File: src/hw/rtl/hgc_pkg.sv
// shared types, constants and elaboration-time tables for the haversine geofence check
// no dependencies; used by hgc_cordic_cell, hgc_sqrt_cell and the top level
`timescale 1ns / 1ps
`default_nettype none

package hgc_pkg;

  localparam int HGC_CORDIC_STAGES = 24;
  localparam int HGC_SQRT_STEPS    = 31;
  localparam int HGC_CW            = 34;
  localparam int HGC_SW            = 62;

  localparam logic [63:0] HGC_PI_Q60   = 64'h3243F6A8885A308D;
  localparam logic [63:0] HGC_DEG2RAD  = HGC_PI_Q60 / 64'd1800000000;
  localparam logic signed [HGC_CW-1:0] HGC_KINV     = 34'sh26DD3B6A;
  localparam logic signed [33:0]       HGC_HALF_DEG = 34'sd1800000000;
  localparam logic signed [33:0]       HGC_FULL_DEG = 34'sd3600000000;
  localparam logic [31:0] HGC_QUARTER_DEG = 32'd900000000;
  localparam logic [31:0] HGC_HALF_DEG_U  = 32'd1800000000;
  localparam logic [23:0] HGC_TWO_R       = 24'd12742000;
  localparam logic [25:0] HGC_HALF_CIRC   = 26'd20015087;
  localparam logic [60:0] HGC_ONE_Q60     = 61'h1000000000000000;

  typedef enum logic [1:0] {
    HGC_REG_CLAT   = 2'd0,
    HGC_REG_CLON   = 2'd1,
    HGC_REG_RADIUS = 2'd2
  } hgc_reg_t;

  typedef struct packed {
    logic signed [30:0] pos_lat;
    logic signed [31:0] pos_lon;
  } hgc_in_t;

  typedef struct packed {
    logic        inside_res;
    logic [24:0] distance_m;
  } hgc_out_t;

  typedef struct packed {
    logic signed [HGC_CW-1:0] x;
    logic signed [HGC_CW-1:0] y;
    logic signed [HGC_CW-1:0] z;
  } hgc_cordic_t;

  typedef struct packed {
    logic [HGC_SW-1:0] rem;
    logic [HGC_SW-1:0] res;
  } hgc_sqrt_t;

  // one term of the arctan series, 2^(62-e) / (2k+1)
  function automatic logic [63:0] hgc_atan_term(int k, int e);
    logic [63:0] p;
    p = 64'd1 << (62 - e);
    case (k)
      0:  hgc_atan_term = p;
      1:  hgc_atan_term = p / 64'd3;
      2:  hgc_atan_term = p / 64'd5;
      3:  hgc_atan_term = p / 64'd7;
      4:  hgc_atan_term = p / 64'd9;
      5:  hgc_atan_term = p / 64'd11;
      6:  hgc_atan_term = p / 64'd13;
      7:  hgc_atan_term = p / 64'd15;
      8:  hgc_atan_term = p / 64'd17;
      9:  hgc_atan_term = p / 64'd19;
      10: hgc_atan_term = p / 64'd21;
      11: hgc_atan_term = p / 64'd23;
      12: hgc_atan_term = p / 64'd25;
      13: hgc_atan_term = p / 64'd27;
      14: hgc_atan_term = p / 64'd29;
      15: hgc_atan_term = p / 64'd31;
      16: hgc_atan_term = p / 64'd33;
      17: hgc_atan_term = p / 64'd35;
      18: hgc_atan_term = p / 64'd37;
      19: hgc_atan_term = p / 64'd39;
      20: hgc_atan_term = p / 64'd41;
      21: hgc_atan_term = p / 64'd43;
      22: hgc_atan_term = p / 64'd45;
      23: hgc_atan_term = p / 64'd47;
      24: hgc_atan_term = p / 64'd49;
      25: hgc_atan_term = p / 64'd51;
      26: hgc_atan_term = p / 64'd53;
      27: hgc_atan_term = p / 64'd55;
      28: hgc_atan_term = p / 64'd57;
      29: hgc_atan_term = p / 64'd59;
      30: hgc_atan_term = p / 64'd61;
      default: hgc_atan_term = 64'd0;
    endcase
  endfunction

  // atan(2^-i) in q30, evaluated at elaboration
  function automatic logic signed [HGC_CW-1:0] hgc_atan(int i);
    logic [63:0] acc;
    int          e;
    acc = 64'd0;
    if (i == 0) begin
      return HGC_CW'(HGC_PI_Q60 >> 32);
    end
    for (int k = 0; k <= 30; k++) begin
      e = i * (2 * k + 1);
      if (e <= 62) begin
        if ((k & 1) != 0) begin
          acc = acc - hgc_atan_term(k, e);
        end else begin
          acc = acc + hgc_atan_term(k, e);
        end
      end
    end
    return HGC_CW'(acc >> 32);
  endfunction

endpackage

`default_nettype wire

File: src/hw/rtl/hgc_cordic_cell.sv
// one cordic micro-rotation, registered; rotation or vectoring mode
// depends on hgc_pkg
`timescale 1ns / 1ps
`default_nettype none

module hgc_cordic_cell #(
  parameter int SHIFT     = 0,
  parameter bit VECTORING = 1'b0
) (
  input  logic                clk,
  input  logic                en,
  input  hgc_pkg::hgc_cordic_t din,
  output hgc_pkg::hgc_cordic_t dout
);
  import hgc_pkg::*;

  localparam logic signed [HGC_CW-1:0] ANGLE = hgc_atan(SHIFT);

  logic signed [HGC_CW-1:0] xi, yi, zi, dx, dy;
  hgc_cordic_t nxt;

  always_comb begin
    xi = din.x;
    yi = din.y;
    zi = din.z;
    dx = yi >>> SHIFT;
    dy = xi >>> SHIFT;
    nxt = din;
    if (VECTORING) begin
      // drive y toward zero
      if (yi > 0) begin
        nxt.x = xi + dx;
        nxt.y = yi - dy;
        nxt.z = zi + ANGLE;
      end else begin
        nxt.x = xi - dx;
        nxt.y = yi + dy;
        nxt.z = zi - ANGLE;
      end
    end else begin
      // turn toward the residual angle
      if (zi >= 0) begin
        nxt.x = xi - dx;
        nxt.y = yi + dy;
        nxt.z = zi - ANGLE;
      end else begin
        nxt.x = xi + dx;
        nxt.y = yi - dy;
        nxt.z = zi + ANGLE;
      end
    end
  end

  always_ff @(posedge clk) begin
    if (en) begin
      dout <= nxt;
    end
  end

endmodule

`default_nettype wire

File: config.mk
export PLATFORM = sky130hd
export DESIGN_NAME = hgc_cordic_cell
export DESIGN_NICKNAME = d
export VERILOG_FILES = /design/src/hw/rtl/hgc_pkg.sv /design/src/hw/rtl/hgc_cordic_cell.sv
export SDC_FILE = /design/constraint.sdc
export NUM_CORES = 1
export LEC_CHECK = 0
export BUFFER_PORTS_ARGS = -buffer_cell sky130_fd_sc_hd__buf_2
export CORE_UTILIZATION = 50
export DETAILED_ROUTE_END_ITERATION = 8
export PLACE_DENSITY = 0.81
export SYNTH_ARGS = -nofsm -noshare
export SYNTH_HDL_FRONTEND = slang
export SYNTH_SLANG_ARGS = --single-unit
File: constraint.sdc
create_clock -name clk -period 4 [get_ports clk]
set_input_delay 0.2 -clock clk [delete_from_list [all_inputs] [get_ports clk]]
set_output_delay 0.2 -clock clk [all_outputs]
set_load 0.02 [all_outputs]
### After elaboration in Yosys (flattened, before gate mapping)

Index checks and enable logic that the tools add are counted.
Widths: inputs -> output; s select.

* bits in registers: 102
* input bits: 104
* output and inout port bits: 102
* logic and storage cells: 10

* $add $sub $neg: 5
* magnitude comparators: 1
* muxes and demuxes: 1

Operator list (number)
* $mux 102: 1
* $sub 34x34->34: 2
* $add 34x31->34 const B: 1
* $add 34x34->34: 1
* $ge 34x1->1 const B: 1
* $sub 34x31->34 const B: 1

### Longest topological paths before layout

* depth in word-level cells: 2
* depth in mapped cells: 20
* gate-level depth less buffers: 17

### Least setup slack after synthesis

OpenSTA, ideal clock, no wires.

* path kind: input port to flip-flop
* start point: in din[33] (netlist bit)
* end point: reg dout[30] (netlist bit) (data pin)
* setup time: 0.259 ns
* arrival: 3.963 ns
* data required time: 3.741 ns
* path slack: -0.222 ns
* cell stages on the path: 19
* buffers on the path: 2
* cells stage by stage: inv_1 > ha_1 > nor4b_1 > nand4_1 > nor3_2 > or2b_1 > inv_2 > clkbuf_1 > buf_1 > ha_1 > and3_1 > and3_1 > a21oi_1 > a31oi_1 > a211o_1 > a221oi_2 > nor3_1 > o22ai_1 > xnor2_1

RTL lines
* start: declaration: line hgc_cordic_cell.sv:12 `input hgc_pkg::hgc_cordic_t din,`
* end signal: assignment: line hgc_cordic_cell.sv:56 `dout <= nxt;`
* end: declaration: line hgc_cordic_cell.sv:13 `output hgc_pkg::hgc_cordic_t dout`

==> results.json <==
{
  "port_buffers": 205,
  "num_io_pins": 206,
  "crit_path_end_kind": "register",
  "wirelength_um": 32100,
  "cts_made_buffers": 9,
  "ys_seq_area_frac": 0.290,
  "layout_min_cycle_time_ps": 3750,
  "largest_reg_flops": 101,
  "hold_viol_final": 0,
  "syn_to_final_growth_pct": 15.0,
  "p_per_area_mw_per_mm2": 339,
  "fmax_ghz": 0.267,
  "cts_tree": "done",
  "wl_per_cell_um": 18.9,
  "path_class": "in -> reg",
  "ys_ff_latch": 101,
  "cts.sinks": 101,
  "grt_overflow": 0,
  "use_met2": 0.469,
  "gp_congestion": 0.973,
  "cp_slowest_cell": "a211o_1",
  "cts_htree_levels": 3,
  "dieArea_sq_mm": 0.0215,
  "firstDrtPassIters": 6,
  "drc": 0,
  "gr-max-usage-layer": "met2",
  "tightest_slew_ps": 692,
  "avgSynthCellArea_sq_um": 8.46,
  "grt_util_all_layers": 0.293,
  "irDropWorstVdd_mv": 0.188,
  "use_met3": 0.0300,
  "hold_class": "in -> reg",
  "ctsHoldBuffers": 0,
  "top_regs": "dout (101)",
  "synth.area.top_cells": "edfxtp_1, ha_1, a21oi_1, xnor2_1, nor2_1",
  "grt_pass1_vias": 9395,
  "maxSlewViolCount": 0,
  "grt_first_pass_wirelength_um": 49500,
  "grt_antenna_before_repair": 2,
  "die_w_um": 147,
  "path_cells": "buf_2, inv_1, ha_1, nor4b_1, nand4_1, nor3_2, or2b_2, inv_2, ha_1, and3_1, and3_1, a21oi_1, a31oi_1, a211o_1, a221oi_2, o21ai_1, a21oi_1, xnor2_1",
  "final_cell_mix": "buf_2, a21oi_1, ha_1, nor2_1, inv_1",
  "clkTransAtPathRegs_ps": 80,
  "drive_above_1_share": 0.182,
  "post_cts_resize_count": 0,
  "post-cts-setup-buffers": 0,
  "startpoint_type": "input port",
  "post-dp-hpwl_um": 25500,
  "syn_inst": 1236,
  "start_util": 0.513,
  "syn_nets": 1473,
  "viasPerCell": 6.03,
  "yosysTopAreaCellShare": 0.290,
  "rsz0062_at_grt": "false",
  "fin_setup_tns_ps": 0,
  "worstHoldStart": "din[1]",
  "yosysWarnings": 0,
  "grt_max_degree": 59,
  "syn_area_sq_mm": 0.0105,
  "drv_cap": 0,
  "core_sq_mm": 0.0204,
  "final_common_cell": "buf_2",
  "die_h_um": 147,
  "ys_async_sr_fraction": 0,
  "met1_usage": 0.405,
  "maxSlewHeadroom": 0.534,
  "synth.distinct_cells": 79,
  "drtIter0Drc": 811,
  "setup_viol": 0,
  "worstPathRequired_ps": 4110,
  "regMostFlops": "dout",
  "worstPathArrival_ps": 3860,
  "synth-edff-count": 101,
  "cts-root-buf": "clkbuf_16",
  "ant_nets": 0,
  "status": "finished, final reports clean",
  "leakage_nw": 5.38,
  "total_power_mw": 4.08,
  "fin_crit_sh": 0.937,
  "holdPathEnd": "dout[1]$_DFFE_PP_",
  "clk_path_buf_depth": 2,
  "ys.flop_type": "edfxtp_1",
  "cp_max_fo": 9,
  "yosys.area.top_type": "edfxtp_1",
  "via_count": 10200,
  "worst_path_largest_cell_delay_ps": 380,
  "hold_depth": 1,
  "rows": 52,
  "layout.nets": 1660
}
## cell usage after synthesis, types with 12 or more instances
library cell / count
a211oi_1: 12
o31ai_1: 13
ha_1: 129
nor3_1: 24
xnor2_1: 78
xor2_1: 14
inv_1: 114
o21a_1: 19
o211ai_1: 14
nor2_1: 119
buf_2: 18
a21o_1: 26
a21oi_1: 145
nand3_1: 21
o21bai_1: 15
a31oi_1: 13
nand2_1: 71
mux2i_1: 13
o21ai_0: 88
nand4_1: 16
edfxtp_1: 101
clkbuf_1: 19
## cell families (layout without fill, tap and decap cells)
| kind of cell | after synthesis | after routing | synth area share |
|---|---|---|---|
| compound gates | 421 | 421 | 0.258 |
| xor+xnor | 92 | 92 | 0.0771 |
| fa+ha+maj | 133 | 133 | 0.162 |
| buf+inv | 166 | 358 | 0.0632 |
| flops | 101 | 101 | 0.290 |
| mux | 13 | 13 | 0.0124 |
| other cells | 0 | 2 | 0 |
| simple gates | 310 | 310 | 0.138 |
## per-stage QoR
stage / setup slack (ps) / hold slack, ps / area [sq um] / cells / util
6_report: 252 / 42.8 / 12000 / 1700 / 0.591
5_1_grt: 62.9 / 33.7 / 12000 / 1700 / 0.591
4_1_cts: 387 / 35.2 / 12000 / 1698 / 0.590
3_5_place_dp: 18.5 / 400 / 11800 / 1682 / 0.577
3_3_place_gp: 165 / 400 / 11800 / 1682 / 0.577
2_1_floorplan: 121 / 299 / 10500 / 1236 / -
## critical path: cells and delay by family
family | cells | cell delay (ps)
buffers and inverters | 3 | 290
adder cells (fa/ha/maj) | 2 | 500
AND/OR/NAND/NOR | 6 | 1280
AO/OA/AOI/OAI | 6 | 1450
XOR/XNOR | 1 | 100
## per-layer routing
metal,wire [um],vias up
met2,14600,562
met4,1040,0
met5,0,-
met1,14000,4763
li1,-,4841
met3,2430,78
## power by group
part / internal, mW / switching [mW] / total [mW]
Sequential: 1.40 / 0.0479 / 1.45
Combinational: 0.635 / 1.15 / 1.78
Clock: 0.419 / 0.425 / 0.845
Total: 2.46 / 1.62 / 4.08
## layout make-up
type / count / area, sq um
sequential: 101 / 3030
fill: 1851 / 8340
clock buffer: 9 / 225
timing repair buffer: 226 / 1190
multi-input combinational: 969 / 6760
inverter: 116 / 435
clock inverter: 7 / 42.5
antenna: 2 / 5.00
tap: 270 / 338
## worst max path at each step
stage | startpoint | end | depth (start not counted)
finish | din[33] | dout[26]$_DFFE_PP_ | 18
detailed placement | din[33] | dout[26]$_DFFE_PP_ | 18
CTS | din[33] | dout[26]$_DFFE_PP_ | 18
floorplan | din[33] | dout[30]$_DFFE_PP_ | 19
global route | din[33] | dout[26]$_DFFE_PP_ | 18
global placement | din[33] | dout[30]$_DFFE_PP_ | 18
(Power assumes the default switching activity.)
