--- src/hw/rtl/hgc_pkg.sv ---
// shared types, constants and elaboration-time tables for the haversine geofence check
// no dependencies; used by hgc_cordic_cell, hgc_sqrt_cell and the top level
`timescale 1ns / 1ps
`default_nettype none

package hgc_pkg;

  localparam int HGC_CORDIC_STAGES = 24;
  localparam int HGC_SQRT_STEPS    = 31;
  localparam int HGC_CW            = 34;
  localparam int HGC_SW            = 62;

  localparam logic [63:0] HGC_PI_Q60   = 64'h3243F6A8885A308D;
  localparam logic [63:0] HGC_DEG2RAD  = HGC_PI_Q60 / 64'd1800000000;
  localparam logic signed [HGC_CW-1:0] HGC_KINV     = 34'sh26DD3B6A;
  localparam logic signed [33:0]       HGC_HALF_DEG = 34'sd1800000000;
  localparam logic signed [33:0]       HGC_FULL_DEG = 34'sd3600000000;
  localparam logic [31:0] HGC_QUARTER_DEG = 32'd900000000;
  localparam logic [31:0] HGC_HALF_DEG_U  = 32'd1800000000;
  localparam logic [23:0] HGC_TWO_R       = 24'd12742000;
  localparam logic [25:0] HGC_HALF_CIRC   = 26'd20015087;
  localparam logic [60:0] HGC_ONE_Q60     = 61'h1000000000000000;

  typedef enum logic [1:0] {
    HGC_REG_CLAT   = 2'd0,
    HGC_REG_CLON   = 2'd1,
    HGC_REG_RADIUS = 2'd2
  } hgc_reg_t;

  typedef struct packed {
    logic signed [30:0] pos_lat;
    logic signed [31:0] pos_lon;
  } hgc_in_t;

  typedef struct packed {
    logic        inside_res;
    logic [24:0] distance_m;
  } hgc_out_t;

  typedef struct packed {
    logic signed [HGC_CW-1:0] x;
    logic signed [HGC_CW-1:0] y;
    logic signed [HGC_CW-1:0] z;
  } hgc_cordic_t;

  typedef struct packed {
    logic [HGC_SW-1:0] rem;
    logic [HGC_SW-1:0] res;
  } hgc_sqrt_t;

  // one term of the arctan series, 2^(62-e) / (2k+1)
  function automatic logic [63:0] hgc_atan_term(int k, int e);
    logic [63:0] p;
    p = 64'd1 << (62 - e);
    case (k)
      0:  hgc_atan_term = p;
      1:  hgc_atan_term = p / 64'd3;
      2:  hgc_atan_term = p / 64'd5;
      3:  hgc_atan_term = p / 64'd7;
      4:  hgc_atan_term = p / 64'd9;
      5:  hgc_atan_term = p / 64'd11;
      6:  hgc_atan_term = p / 64'd13;
      7:  hgc_atan_term = p / 64'd15;
      8:  hgc_atan_term = p / 64'd17;
      9:  hgc_atan_term = p / 64'd19;
      10: hgc_atan_term = p / 64'd21;
      11: hgc_atan_term = p / 64'd23;
      12: hgc_atan_term = p / 64'd25;
      13: hgc_atan_term = p / 64'd27;
      14: hgc_atan_term = p / 64'd29;
      15: hgc_atan_term = p / 64'd31;
      16: hgc_atan_term = p / 64'd33;
      17: hgc_atan_term = p / 64'd35;
      18: hgc_atan_term = p / 64'd37;
      19: hgc_atan_term = p / 64'd39;
      20: hgc_atan_term = p / 64'd41;
      21: hgc_atan_term = p / 64'd43;
      22: hgc_atan_term = p / 64'd45;
      23: hgc_atan_term = p / 64'd47;
      24: hgc_atan_term = p / 64'd49;
      25: hgc_atan_term = p / 64'd51;
      26: hgc_atan_term = p / 64'd53;
      27: hgc_atan_term = p / 64'd55;
      28: hgc_atan_term = p / 64'd57;
      29: hgc_atan_term = p / 64'd59;
      30: hgc_atan_term = p / 64'd61;
      default: hgc_atan_term = 64'd0;
    endcase
  endfunction

  // atan(2^-i) in q30, evaluated at elaboration
  function automatic logic signed [HGC_CW-1:0] hgc_atan(int i);
    logic [63:0] acc;
    int          e;
    acc = 64'd0;
    if (i == 0) begin
      return HGC_CW'(HGC_PI_Q60 >> 32);
    end
    for (int k = 0; k <= 30; k++) begin
      e = i * (2 * k + 1);
      if (e <= 62) begin
        if ((k & 1) != 0) begin
          acc = acc - hgc_atan_term(k, e);
        end else begin
          acc = acc + hgc_atan_term(k, e);
        end
      end
    end
    return HGC_CW'(acc >> 32);
  endfunction

endpackage

`default_nettype wire

--- src/hw/rtl/hgc_sqrt_cell.sv ---
// one digit step of a restoring floor square root, registered
// depends on hgc_pkg
`timescale 1ns / 1ps
`default_nettype none

module hgc_sqrt_cell #(
  parameter int STEP = 0
) (
  input  logic              clk,
  input  logic              en,
  input  hgc_pkg::hgc_sqrt_t din,
  output hgc_pkg::hgc_sqrt_t dout
);
  import hgc_pkg::*;

  localparam logic [HGC_SW-1:0] BIT = HGC_SW'(1) << (2 * STEP);

  logic [HGC_SW-1:0] trial;
  hgc_sqrt_t nxt;

  always_comb begin
    trial = din.res + BIT;
    if (din.rem >= trial) begin
      nxt.rem = din.rem - trial;
      nxt.res = (din.res >> 1) + BIT;
    end else begin
      nxt.rem = din.rem;
      nxt.res = din.res >> 1;
    end
  end

  always_ff @(posedge clk) begin
    if (en) begin
      dout <= nxt;
    end
  end

endmodule

`default_nettype wire

--- config.mk ---
export PLATFORM = sky130hd
export DESIGN_NAME = hgc_sqrt_cell
export DESIGN_NICKNAME = d
export VERILOG_FILES = /design/src/hw/rtl/hgc_pkg.sv /design/src/hw/rtl/hgc_sqrt_cell.sv
export SDC_FILE = /design/constraint.sdc
export NUM_CORES = 1
export LEC_CHECK = 0
export BUFFER_PORTS_ARGS = -buffer_cell sky130_fd_sc_hd__buf_2
export CAP_MARGIN = 30
export CELL_PAD_IN_SITES_DETAIL_PLACEMENT = 0
export CELL_PAD_IN_SITES_GLOBAL_PLACEMENT = 1
export CORE_MARGIN = 2
export CORE_UTILIZATION = 44
export CTS_CLUSTER_DIAMETER = 60
export DETAILED_ROUTE_END_ITERATION = 8
export PLACE_DENSITY_LB_ADDON = 0.1
export SLEW_MARGIN = 30
export SYNTH_ARGS = -nofsm -noshare
export SYNTH_HDL_FRONTEND = slang
export SYNTH_SLANG_ARGS = --single-unit
--- constraint.sdc ---
create_clock -name clk -period 13.3 [get_ports clk]
set_input_delay 1.33 -clock clk [delete_from_list [all_inputs] [get_ports clk]]
set_output_delay 1.33 -clock clk [all_outputs]
set_load 0.005 [all_outputs]
# [Yosys cells after proc, flatten, opt, wreduce, memory -nomap -nowiden]
# Index checks and enable logic that the tools add are counted.
[word_totals] regBits=124 latchBits=0 ramBits=0 rom_bits=0 out_inout_bits=124 word_cells=8 mem_count=0
[op_classes] add_sub_neg=3 mul=0 div_mod_pow=0 n_lt_le_gt_ge=1 eq_ne=0 shifts=0 mux=1 n_bitwise=0 reduce_logical=0
[op_table] cell="two-way mux 124 bit" n=1
[op_table] cell="adder 61 x 1 -> 62 bit (second input constant)" n=1
[op_table] cell="adder 62 x 1 -> 62 bit (second input constant)" n=1
[op_table] cell="greater-or-equal comparator 62 bit" n=1
[op_table] cell="subtractor 62 bit" n=1

# [Depth between registers and ports, before layout]
# Gate-level depths: netlist of the first run.
[depth] word_depth=3 ltp_mapped=25 mapped_depth_nobuf=20

# [Least setup slack after synthesis of the first run]
# OpenSTA, ideal clock, no wires.
[synth_path] path_type="input-to-reg" start="input din[7] (netlist name)" end="register dout[31] (netlist name) (data pin)" arrival_ps=6006 required_time_ps=13034 slack_ps=7029 path_stages=21 n_path_buf=3 cell_sequence="clkbuf_1 > and3_1 > nand2_1 > nor2_1 > nand2_1 > or3_1 > or3_1 > nor2_1 > nand3_1 > xnor2_1 > ha_1 > and3_1 > nand2_1 > or4_4 > or3_4 > a31o_1 > buf_6 > or3_4 > buf_6 > nor4_4 > xor2_1"
[synth_rtl] element="from (decl)" line_no="hgc_sqrt_cell.sv:11" rtl="input hgc_pkg::hgc_sqrt_t din,"
[synth_rtl] element="to (signal assigned)" line_no="hgc_sqrt_cell.sv:34" rtl="dout <= nxt;"
[synth_rtl] element="to (decl)" line_no="hgc_sqrt_cell.sv:12" rtl="output hgc_pkg::hgc_sqrt_t dout"

==> summary.md, run 1 <==
| Metric | Value |
|---|---|
| Number of global-route vias before repair | `9576` |
| Seq pwr share | `36.5%` |
| Status | `finished clean` |
| Avg Inst Size Synth | `8.63 µm²` |
| Final worst-path cycle share | `56.8%` |
| PnR worst setup slack | `5750 ps` |
| First-pass GRT wire length | `56000 µm` |
| Post-synth EDFFs | `124` |
| Worst slack at placement | `5410 ps` |
| Delay of the slowest critical-path stage | `750 ps` |
| Post-DP HPWL | `29700 µm` |
| Starting Density | `44.7%` |
| Worst-margin pin slew | `919 ps` |
| Leak | `4.97 nW` |
| DRT iter0 DRCs | `729` |
| Synthesis-to-finish area growth | `19.3%` |
| Syn Nets | `1407` |
| Rel. slew slack | `38.7%` |
| Layout cell share with drive strength beyond 1 | `21.1%` |
| GPL Wtd Cong | `0.914` |
| Max cap viols | `0` |
| Grt ovf | `0` |
| DR pass1 iterations | `7` |
| WS Path Type | `primary input to register` |
| Post-Syn Area | `0.0105 mm²` |
| CP startpoint | `din[0]` |
| Post-CTS sizing | `0` |
| TritonCTS clock tree | `built` |
| Clock sinks | `124` |
| Crit. End Element | `register` |
| Core Region | `0.0235 mm²` |
| Hold wc startpoint | `din[64]` |
| Mapped Cells | `1216` |
| Fill cells | `2311` |
| P per Cell Area | `109 mW/mm²` |
| Routed WL | `37500 µm` |
| Clock group share of total power | `35.3%` |
| Comb pwr share | `28.2%` |
| # hold bufs at CTS | `0` |
| Internal power | `928 µW` |
| Asr flop ratio synth | `0%` |
| Biggest area consumer among synthesized cells | `edfxtp_1` |
| Setup TNS Final | `0 ps` |
| Final Critical Period | `7550 ps` |
| Post-DRT Antenna Nets | `0` |
| GRT Overall Usage | `29.8%` |
| Ys Warns | `0` |
| Critical path's most frequent cell | `nand3_1` |
| Net load switching power | `441 µW` |
| Startpoint types | `primary input` |
| Ranking of synthesized cells by area | `edfxtp_1, xnor2_1, ha_1` |
| VDD IR-drop max | `0.0935 mV` |
| Top flop regs | `dout x124` |
| IO Pins | `250` |
| DRC Markers | `0` |
| Arr. time, crit path | `7720 ps` |
| Maximum fanout along the worst path | `78` |
| Root buffer cell | `clkbuf_16` |
| Die area | `0.0251 mm²` |
| Seq/Total Area, Yosys | `35.5%` |
| Met1 usage | `40.9%` |
| Cell Chain, Critical Path | `buf_2 > ha_1 > nand2_1 > nor2_1 > nand2_1 > or3_1 > or3_1 > nor2_1 > nand3_1 > xor2_1 > ha_1 > nand4_1 > nor4b_1 > nand4_1 > o211ai_1 > nand3_1 > nand3_4 > buf_4 > nand3_1 > nor3_1 > xor2_1` |
| Worst-path clk slew | `60 ps` |
| Hold path cells | `3` |
| Die Y | `158 µm` |
| Number of port buffers | `249` |
| Slew Limit Fails | `0` |
| Largest net degree at the start of global routing | `79` |
| Met3 Use GR | `4.79%` |
| Hold EP | `dout[64]` |
| Layer with the highest usage | `met2` |
| Final Hold Viols | `0` |
| Library cells used by synthesis | `68` |
| Die X | `158 µm` |
| Critical path's slowest cell | `buf_4` |
| Switching share of total power | `32.2%` |
| CTS Buf Count | `17` |
| # rows | `56` |
| Max FFs per register | `124` |
| Met2 Track Usage GR | `49.2%` |
| Synth top area share | `35.5%` |
| Critical Path RT | `13460 ps` |
| Max Clock Freq | `132 MHz` |
| Nets@finish | `1619` |
| Yosys reg bits | `124` |
| Number of setup buffers added after CTS | `0` |
| Wirelength per Cell | `21.3 µm` |
| Final setup fails | `0` |
| RSZ-0062 raised after global routing | `false` |
| Initial antenna violation count | `4` |
| Drt via density | `5.69` |
| Via count | `10000` |
| Top reg by flops | `dout` |
| H-tree levels | `4` |
| Clock Path Buffers | `2` |
| Top_reg_cell synth | `edfxtp_1` |
| Worst hold path type | `primary input to register` |
synthesized netlist by cell type (2+ instances only):
library cell	n
nor2_1	140
nand2_1	139
edfxtp_1	124
a21oi_1	117
xnor2_1	92
xor2_1	85
ha_1	64
o21ai_0	57
nand4_1	46
nand3_1	40
clkbuf_1	31
nor3_1	29
inv_1	24
a21o_1	23
and3_1	21
buf_2	19
o21bai_1	15
a211oi_1	12
nor4_1	11
o31ai_1	8
and2_1	7
and4_1	7
nand2b_1	7
a31oi_1	6
buf_1	6
nor2b_1	6
or2_2	6
or3_1	6
a221oi_1	4
o21a_1	4
o21ai_1	4
o41ai_1	4
buf_6	3
o211ai_1	3
o221ai_1	3
or4_1	3
a2111o_1	2
a211o_1	2
a21boi_0	2
nand2_2	2
nand3b_1	2
o22ai_1	2
or3_4	2
or4_4	2
cell families after synthesis:
family	after synthesis	share of synthesized area [%]
and+or+nand+nor	484	22.2
AOI/OAI and AO/OA	282	16.3
xor gates and xnor gates	177	14.8
DFF	124	35.5
buffers and inverters	84	3.45
adders and majority gates	65	7.82
metrics by stage:
step                area, µm²  hold slack, ps  utilization (%)  instances  power [mW]
finish                  12500            1200             53.3       1762        1.37
global route            12500            1190             53.3       1760        1.43
CTS                     12500            1190             53.2       1758        1.37
detailed placement      11900            1640             50.7       1727       0.888
global placement        11900            1630             50.7       1727       0.889
floorplan               10500            1440                -       1216       0.735
power groups by stage:
stage | sequential [mW] | clock, mW | combinational [mW]
after floorplan | 0.512 | 0 | 0.223
after global routing | 0.504 | 0.501 | 0.426
after CTS | 0.500 | 0.488 | 0.382
after detailed placement | 0.507 | 0 | 0.380
final | 0.500 | 0.483 | 0.386
after global placement | 0.508 | 0 | 0.382
layout make-up:
| cell class | instances | area (µm²) | area share (%) |
|---|---|---|---|
| Inverter | 25 | 93.8 | 0.750 |
| Clock buffer | 19 | 433 | 3.46 |
| Tap cell | 319 | 399 | 3.19 |
| Multi-Input combinational cell | 1008 | 6430 | 51.4 |
| Antenna cell | 3 | 7.51 | 0.0600 |
| Sequential cell | 124 | 3720 | 29.7 |
| Clock inverter | 12 | 148 | 1.18 |
| Timing Repair Buffer | 252 | 1280 | 10.3 |
placed cells by master (no fill, tap or decap), types with 17 or more instances in the layout:
cell type | synthesis | routed
a21o_1 | 23 | 23
o21ai_0 | 57 | 57
xor2_1 | 85 | 85
buf_2 | 19 | 248
clkbuf_16 | 0 | 17
xnor2_1 | 92 | 92
edfxtp_1 | 124 | 124
ha_1 | 64 | 64
a21oi_1 | 117 | 117
and3_1 | 21 | 21
nand4_1 | 46 | 46
nand2_1 | 139 | 139
nand3_1 | 40 | 39
inv_1 | 24 | 24
nor2_1 | 140 | 140
nor3_1 | 29 | 29
worst max path at each step:
stage / end / slack, ps / depth (start not counted)
global route: dout[34] / 5220 / 21
finish: dout[34] / 5750 / 21
floorplan: dout[31] / 7030 / 21
CTS: dout[29] / 5860 / 21
global placement: dout[34] / 5710 / 20
detailed placement: dout[29] / 5410 / 21
critical path: cells and delay by family:
kind | cells | cell delay (ps)
XOR/XNOR | 2 | 300
buffers and inverters | 2 | 1150
AO/OA/AOI/OAI | 1 | 150
adder cells (fa/ha/maj) | 2 | 810
AND/OR/NAND/NOR | 14 | 3940
metal layers:
metal / share of wire, % / vias to the layer above
li1: - / 4855
met1: 45 / 4722
met2: 47 / 399
met3: 6.9 / 45
met4: 1.7 / 2
met5: 0.021 / -
Note: power is estimated with default switching activity, not from simulation.
==> run 2: changes to the inputs <==
Settings changed: ABC_AREA from default to 1, CORE_UTILIZATION 44 to 36.
Clock period 13.3 ns to 6.9 ns, I/O delays scaled along.
==> summary.md, run 2 <==
| Metric | Value |
|---|---|
| Final instance area | `0.0161 mm² (+29%)` |
| Via count | `14900 (+49%)` |
| WS Path Type | `primary input to register` |
| Critical path's slowest cell | `buf_4` |
| Worst hold path type | `primary input to register` |
| Post-synthesis xor/xnor area fraction | `9.27% (-5.5 points)` |
| Die area | `0.0399 mm² (+59%)` |
| Max FFs per register | `124 (unchanged)` |
| Synthesis-to-finish area growth | `16.9%` |
| Most common cell in the netlist | `nand2_1` |
| Slew Limit Fails | `0 (unchanged)` |
| DRC Markers | `0 (unchanged)` |
| Top routing layer in use | `met5` |
| Final worst-path cycle share | `88.1%` |
| Startpoint types | `primary input` |
| Mapped Cells | `2268 (+87%)` |
| IO Pins | `250 (unchanged)` |
| Rel. slew slack | `45.2% (+6.5 points)` |
| Largest net degree at the start of global routing | `77 (-2.5%)` |
| Post-DRT Antenna Nets | `0 (unchanged)` |
| Nets@finish | `2703 (+67%)` |
| Biggest area consumer among synthesized cells | `edfxtp_1` |
| Setup TNS Final | `0 ps (unchanged)` |
| Die X | `200 µm (+26%)` |
| Post-Synth Simple-Gate Area | `40.4% (+18 points)` |
| Number of port buffers | `249 (unchanged)` |
| CTS Buf Count | `17 (unchanged)` |
| Synth cell count leaders | `nand2_1, inv_1, nor2_1` |
| Syn Nets | `2459 (+75%)` |
| Critical path's most frequent cell | `nand2_1` |
| Mux share of post-synthesis cell area | `0% (unchanged)` |
| Final Critical Period | `6080 ps` |
| Delay of the slowest critical-path stage | `620 ps (-130 ps)` |
| # hold bufs at CTS | `0 (unchanged)` |
| Clock Path Buffers | `2 (unchanged)` |
| Ranking of synthesized cells by area | `edfxtp_1, nand2_1, inv_1` |
| # rows | `71 (+27%)` |
| Status | `finished clean` |
| Critical Path RT | `7080 ps (-6380 ps)` |
| Crit. End Element | `register` |
| H-tree levels | `4 (unchanged)` |
| Grt ovf | `0 (unchanged)` |
| DRT iter0 DRCs | `1180 (+62%)` |
| Routed met3 length | `3530 µm (+36%)` |
| Worst-margin pin slew | `819 ps (-100 ps)` |
| Post-Syn Area | `0.0138 mm² (+31%)` |
| GRT Overall Usage | `31.6% (+1.8 points)` |
| Synth top area share | `27.0% (-8.5 points)` |
| GPL Wtd Cong | `0.962 (+5.3%)` |
| Yosys reg bits | `124 (unchanged)` |
| Adder-Cell Fraction of Synth Area | `5.95% (-1.9 points)` |
| Seq/Total Area, Yosys | `27.0% (-8.5 points)` |
| Wirelength per Cell | `20.7 µm (-2.7%)` |
| Asr flop ratio synth | `0% (unchanged)` |
| VDD IR-drop max | `0.194 mV (+110%)` |
| Total power | `3.00 mW (+120%)` |
| Top reg by flops | `dout` |
| Core Region | `0.0377 mm² (+60%)` |
| P per Cell Area | `186 mW/mm² (+70%)` |
| Fill cells | `4177 (+81%)` |
| First-pass GRT wire length | `89300 µm (+59%)` |
| Commonest non-fill, non-tap cells in the layout | `nand2_1, inv_1, buf_2, nor2_1, xor2_1` |
| Leak | `8.73 nW (+75%)` |
| Ys Warns | `0 (unchanged)` |
| Cell Area, Placed | `0.0155 mm² (+30%)` |
| Die Y | `200 µm (+26%)` |
| Compound-Gate Fraction of Synth Area | `3.59% (-13 points)` |
| Post-DP HPWL | `54100 µm (+82%)` |
| FF+latch area | `0.00372 mm² (unchanged)` |
| TritonCTS clock tree | `built` |
| Post-synth EDFFs | `124 (unchanged)` |
| Top flop regs | `dout x124` |
| RSZ-0062 raised after global routing | `false` |
| Number of setup buffers added after CTS | `0 (unchanged)` |
| DR pass1 iterations | `6 (-1)` |
| Routed WL | `62800 µm (+68%)` |
| Final setup fails | `0 (unchanged)` |
| Arr. time, crit path | `6260 ps (-1460 ps)` |
| Initial antenna violation count | `1 (-3)` |
| Post-CTS sizing | `0 (unchanged)` |
| Cell Chain, Critical Path | `buf_2 > ha_1 > nand3_2 > nor2_2 > nand2_1 > nor2_2 > nand2_1 > nor3_1 > xnor2_1 > ha_1 > nand2_1 > nor2_1 > nand3_1 > nor2_1 > nand2_1 > nand3_1 > nor2_1 > nand2_4 > buf_4 > o21ai_0` |
| Worst-path clk slew | `70 ps (about the same)` |
| Clock sinks | `124 (unchanged)` |
| Area of the multi-input gates | `0.00817 mm² (+27%)` |
| Final Hold Viols | `0 (unchanged)` |
| Drt via density | `4.91 (-14%)` |
| Number of global-route vias before repair | `13800 (+44%)` |
| Library cells used by synthesis | `34 (-50%)` |
| Met2 wire len | `29600 µm (+68%)` |
| Layout cell share with drive strength beyond 1 | `12.4% (-8.8 points)` |
| WL met1 | `27800 µm (+66%)` |
| Avg Inst Size Synth | `6.08 µm² (-30%)` |
| Root buffer cell | `clkbuf_16` |
| Max cap viols | `0 (unchanged)` |
| Antenna diodes | `0 (-3)` |
| Main combinational cell family by area after synthesis | `simple AND/OR/NAND/NOR gates` |
| Fin util | `42.8% (-11 points)` |
| Max Clock Freq | `165 MHz` |
| Most common cell after layout, fill and taps aside | `nand2_1` |
| Top_reg_cell synth | `edfxtp_1` |
| Starting Density | `36.6% (-8.1 points)` |
| Maximum fanout along the worst path | `75 (-3.8%)` |
run 2: cell types whose count changed after synthesis, moves of 14 or more:
cell      before  now
nand3_1       40  114
and3_1        21    2
nor2_1       140  178
inv_1         24  435
o21bai_1      15    1
a21o_1        23    0
xor2_1        85  140
clkbuf_1      31    2
nand2_1      139  943
nor2_2         0   14
xnor2_1       92    6
a21oi_1      117   38
run 2: final cells by class:
type | instances | area share [%]
Inverter | 439 | 10.2
Clock buffer | 17 | 2.64
Multi-Input combinational cell | 1674 | 50.7
Timing Repair Buffer | 256 | 8.10
Tap cell | 511 | 3.97
Clock inverter | 15 | 1.22
Sequential cell | 124 | 23.1
run 2: final timing paths:
path,start,end,slack [ps],cells past startpoint
max,din[1],dout[19],820,20
min,din[79],dout[79],520,3
run 2: metal layers:
layer  global-route usage (%)  vias to the layer above
met5                        0                        -
met4                     10.2                        2
met3                     4.51                       73
met2                     53.5                      466
met1                     41.4                     6903
li1                         -                     7451
run 2: critical path: cells and delay by family:
family / cells / cell delay (ps)
AND/OR/NAND/NOR: 14 / 3350
buffers and inverters: 2 / 830
XOR/XNOR: 1 / 200
AO/OA/AOI/OAI: 1 / 200
adder cells (fa/ha/maj): 2 / 880
run 2: cell families (layout without fill, tap and decap cells):
family | count (synthesis) | in the layout
AND/OR/NAND/NOR | 1365 | 1365
XOR/XNOR | 146 | 146
AO/OA/AOI/OAI | 98 | 98
buffers and inverters | 470 | 727
adder cells (fa/ha/maj) | 65 | 65
flip-flops | 124 | 124
run 2: per-stage QoR:
step	setup slack [ps]	hold slack, ps	cells
finish	822	519	3036
global placement	465	982	3004
detailed placement	464	983	3004
CTS	947	505	3036
global route	531	518	3036
floorplan	3140	802	2268
run 2: power by group:
part           internal [mW]  switching, mW
Sequential             0.962         0.0314
Combinational          0.319          0.684
Clock                  0.603          0.400
